$ cat src/sv/gntm_pkg.sv
`timescale 1ns / 1ps

package gntm_pkg;

  typedef enum logic [3:0] {
    S_IDLE   = 4'b0001,
    S_SCAN   = 4'b0010,
    S_DRAIN  = 4'b0100,
    S_RESULT = 4'b1000
  } gntm_state_e;

  localparam logic KIND_LOAD  = 1'b0;
  localparam logic KIND_MATCH = 1'b1;

  typedef struct packed {
    logic load;
    logic start_match;
    logic issue;
    logic result;
  } gntm_cmd_t;

  typedef struct packed {
    logic scan_end;
    logic pipe_busy;
  } gntm_status_t;

endpackage

$ cat src/sv/gntm_ctrl.sv
`timescale 1ns / 1ps

module gntm_ctrl (
  input  logic                   clk_i,
  input  logic                   rst_ni,
  input  logic                   start_i,
  input  logic                   kind_i,
  input  gntm_pkg::gntm_status_t status_i,
  output gntm_pkg::gntm_cmd_t    cmd_o,
  output logic                   busy_o,
  output logic                   done_o
);
  import gntm_pkg::*;

  gntm_state_e state_q, state_d;
  logic        accept;

  assign accept = start_i && (state_q == S_IDLE);

  always_comb begin
    state_d = state_q;
    case (state_q)
      S_IDLE: begin
        if (accept && (kind_i == KIND_MATCH)) begin
          state_d = S_SCAN;
        end
      end
      S_SCAN: begin
        if (status_i.scan_end) begin
          state_d = S_DRAIN;
        end
      end
      S_DRAIN: begin
        if (!status_i.pipe_busy) begin
          state_d = S_RESULT;
        end
      end
      S_RESULT: begin
        state_d = S_IDLE;
      end
      default: begin
        state_d = S_IDLE;
      end
    endcase
  end

  always_ff @(posedge clk_i or negedge rst_ni) begin
    if (!rst_ni) begin
      state_q <= S_IDLE;
    end else begin
      state_q <= state_d;
    end
  end

  assign cmd_o.load        = accept && (kind_i == KIND_LOAD);
  assign cmd_o.start_match = accept && (kind_i == KIND_MATCH);
  assign cmd_o.issue       = (state_q == S_SCAN);
  assign cmd_o.result      = (state_q == S_RESULT);
  assign busy_o            = (state_q != S_IDLE);
  assign done_o            = (state_q == S_RESULT);

`ifndef NO_ASSERTIONS
  a_result_one_cycle : assert property (@(posedge clk_i) disable iff (!rst_ni)
    (state_q == S_RESULT) |=> (state_q == S_IDLE))
    else $error("Result strobe lasted more than one cycle.");

  a_match_starts_scan : assert property (@(posedge clk_i) disable iff (!rst_ni)
    (start_i && !busy_o && kind_i == KIND_MATCH) |=> (state_q == S_SCAN))
    else $error("Accepted match item did not start a scan.");

  a_load_stays_idle : assert property (@(posedge clk_i) disable iff (!rst_ni)
    (start_i && !busy_o && kind_i == KIND_LOAD) |=> !busy_o)
    else $error("Load item left the controller busy.");
`endif

endmodule

$ cat config.mk
export PLATFORM = sky130hd
export DESIGN_NAME = gntm_ctrl
export DESIGN_NICKNAME = d
export VERILOG_FILES = /design/src/sv/gntm_pkg.sv /design/src/sv/gntm_ctrl.sv
export SDC_FILE = /design/constraint.sdc
export NUM_CORES = 1
export LEC_CHECK = 0
export BUFFER_PORTS_ARGS = -buffer_cell sky130_fd_sc_hd__buf_2
export CAP_MARGIN = 5
export CORE_AREA = 2 2 39 41
export CTS_CLUSTER_DIAMETER = 60
export DETAILED_ROUTE_END_ITERATION = 12
export DIE_AREA = 0 0 41 43
export GPL_ROUTABILITY_DRIVEN = 1
export RECOVER_POWER = 100
export SLEW_MARGIN = 20
export SYNTH_ARGS = -nofsm -noshare
export SYNTH_HDL_FRONTEND = slang
export SYNTH_SLANG_ARGS = --single-unit
$ cat constraint.sdc
create_clock -name clk_i -period 1.3 [get_ports clk_i]
set_input_delay 0.13 -clock clk_i [delete_from_list [all_inputs] [get_ports clk_i]]
set_output_delay 0.13 -clock clk_i [all_outputs]
set_load 0.005 [all_outputs]
==> impl_metrics.env <==
export IMPL_antenna_found_initial=0
export IMPL_worstHoldStart="status_i[0]"
export IMPL_path_class="reg2out"
export IMPL_clkLatencyLatePin_ns=0.24
export IMPL_routed_wl_um=691
export IMPL_synth_xor_xnor_area_share_pct=0
export IMPL_cts_buffers=3
export IMPL_grt_use_total_pct=10.9
export IMPL_drive_gt1_share_pct=59.5
export IMPL_drv_cap=0
export IMPL_cp_top_family="simple AND/OR/NAND/NOR gates"
export IMPL_finClkSkew_ns=0.00963
export IMPL_synth_area_um2=243
export IMPL_setup_slack_ns=-0.347
export IMPL_detail_route_wl_per_cell_um=11.9
export IMPL_ant_nets=0
export IMPL_final_cells=58
export IMPL_critPathArrivalTime_ns=1.52
export IMPL_root_buffer="clkbuf_4"
export IMPL_fillers=151
export IMPL_regToRegStartpoint="state_q[0]"
export IMPL_numPortBuffers=11
export IMPL_cts_tree="built"
export IMPL_peakVddDrop_mv=0.505
export IMPL_critPathMaxFanout=4
export IMPL_synthSimpleGateAreaFrac_pct=39.7
export IMPL_rows=14
export IMPL_multiInputGateArea_um2=164
export IMPL_relSlewSlack_pct=72.8
export IMPL_coreArea_um2=1380
export IMPL_rsz0062_at_grt="yes"
export IMPL_finalCritPeriodShare_pct=127
export IMPL_cts_max_level=1
export IMPL_violations="negative setup slack"
export IMPL_viasPerCell=4.33
export IMPL_netlist_top_cells_area="dfrtp_1 31%, dfstp_2 11%, nand3b_1 6.2%"
export IMPL_ios=12
export IMPL_power_leakage_nw=0.182
export IMPL_antenna_cells=0
export IMPL_hp_class="in2reg"
export IMPL_startpoint_type="register"
export IMPL_initial_core_util_pct=17.5
export IMPL_fmax_mhz=607
export IMPL_layout_nets=49
export IMPL_die_w_um=41
export IMPL_startpoint="state_q[0]"
export IMPL_largest_reg_flops=4
export IMPL_drc=0
export IMPL_netlist_instances=23
export IMPL_grt_pass1_wl_um=1120
export IMPL_synth_top_family_by_area="simple AND/OR/NAND/NOR gates"
export IMPL_grt_overflow=0
export IMPL_synth_nets=29
export IMPL_synthAdderAreaFrac_pct=0
export IMPL_vias=251
export IMPL_power_density_nw_per_um2=1170
export IMPL_grt_start_max_net_pins=8
export IMPL_status="finished with violations"
export IMPL_gp_congestion=0.704
export IMPL_synth_top_cell_by_area="dfrtp_1"
export IMPL_regMostFlops="state_q"
export IMPL_crit_buf_inv=1
export IMPL_synth_compound_area_share_pct=12.4
export IMPL_crit_slowest_cell="dfstp_2"
export IMPL_dp_cells=53
export IMPL_crit_path_end_kind="output pin"
export IMPL_clk_pin_slew_ns=0.04
export IMPL_cpPeakStageDelay_ns=0.51
export IMPL_crit_chain="or4b_4, nor3b_2, buf_2"
export IMPL_finalSetupViolations=6
export IMPL_dieArea_um2=1760
export IMPL_syn_area_per_cell_um2=10.6
export IMPL_cts_sink_count=4
export IMPL_chipHeight_um=43
export IMPL_layout_area_overhead_vs_synth_pct=71.6
export IMPL_pre_cts_ws_ns=-0.0973
export IMPL_synth_seq_cells=4
export IMPL_ys_types=18
export IMPL_yosysTopAreaCellShare_pct=30.9
export IMPL_cp_required_ns=1.17
export IMPL_fin_crit_ns=1.65
export IMPL_setup_tns_ns=-1.02
export IMPL_yosys_warnings=0
export IMPL_grt_pass1_vias=252
export IMPL_drt_pre_antenna_iters=3
export IMPL_yosysSeqAreaShare_pct=41.8
export IMPL_dr_first_iter_drc_count=3
export IMPL_synthMuxAreaShare_pct=0
export IMPL_hold_viol_final=0
export IMPL_drv_slew=0
export IMPL_register_area_um2=101
export IMPL_reg_top3="state_q x4"
export IMPL_worstMarginPinSlew_ns=0.408
export IMPL_cts_buffer_depth=2
-- cells in the mapped netlist, drive strengths merged --
library cell / count
or4b: 1
o21ai: 1
dfrtp: 3
nor3b: 1
and2b: 1
o2bb2ai: 1
nor2: 1
nor4: 2
inv: 2
a211oi: 1
o311ai: 1
buf: 1
dfstp: 1
nand2b: 1
nor4b: 1
nand2: 1
and4b: 1
nand3b: 2
-- layer usage --
metal | global-route usage (%) | up-vias | part of all wire, %
met1 | 13.0 | 114 | 44
met2 | 11.9 | 9 | 46
li1 | - | 126 | -
met3 | 6.28 | 2 | 5.2
met4 | 12.0 | 0 | 4.5
met5 | 0 | - | 0
-- cell families after synthesis --
logic type	after synthesis
flops	4
simple gates	12
buf+inv	3
compound gates	4
-- timing repair --
| action | in CTS | in global routing |
|---|---|---|
| setup buffers | 0 | 1 |
| endpoints found under the setup margin | 7 | 7 |
| resized for setup | 8 | 3 |
| pin swaps | 1 | 1 |
| endpoints found under the hold margin | 4 | 0 |
| hold buffers | 1 | 0 |
-- worst paths after layout --
check | endpoint | slack [ns] | cells past startpoint
max | cmd_o[3] | -0.35 | 3
min | state_q[3] | 0.14 | 3
max reg2reg | state_q[0] | 0.08 | 3
min reg2reg | state_q[3] | 0.59 | 2
max in group asynchronous | state_q[0] | 0.78 | 2
min in group asynchronous | state_q[3] | 0.25 | 2
-- power by group --
part           switching, mW  internal [mW]
registers            0.00770          0.144
clock network         0.0594          0.116
logic                 0.0753         0.0844
-- final cells by class --
type                    instances  area share (%)
multi-input cells              16            39.3
flip-flops and latches          4            24.3
repair buffers                 16            23.4
clock buffers                   4            6.31
well taps                      16            4.80
inverters                       2            1.80
-- layout by cell type, fill, tap and decap left out --
cell	n
nor4_1	1
o311ai_2	1
clkbuf_4	3
dfstp_2	1
dfrtp_1	3
inv_1	1
or4b_4	1
buf_4	1
o2bb2ai_1	1
and4b_2	1
nand2b_1	1
nand3b_1	2
nand2_1	1
clkbuf_1	3
and2b_2	1
o21ai_0	1
buf_2	10
dlygate4sd3_1	1
nor2_1	1
a211oi_1	1
nor4_4	1
buf_6	2
nor3b_2	1
nor4b_4	1
inv_2	1
-- worst register-to-register path: cells and delay by family (launching register included) --
family,cells,cell delay [ns]
flip-flops,1,0.51
buffers and inverters,1,0.16
AND/OR/NAND/NOR,1,0.23
AO/OA/AOI/OAI,1,0.22
-- metrics by stage --
| stage | utilization (%) | instance area [um2] | hold slack (ns) | power [mW] |
|---|---|---|---|---|
| 6_report | 30.1 | 417 | 0.142 | 0.486 |
| 5_1_grt | 30.1 | 417 | 0.155 | 0.526 |
| 4_1_cts | 30.2 | 418 | 0.135 | 0.495 |
| 3_5_place_dp | 24.6 | 340 | -0.0541 | 0.283 |
| 3_3_place_gp | 24.6 | 340 | -0.0553 | 0.281 |
| 2_1_floorplan | - | 243 | -0.166 | 0.221 |
Note: power is estimated with default switching activity, not from simulation.
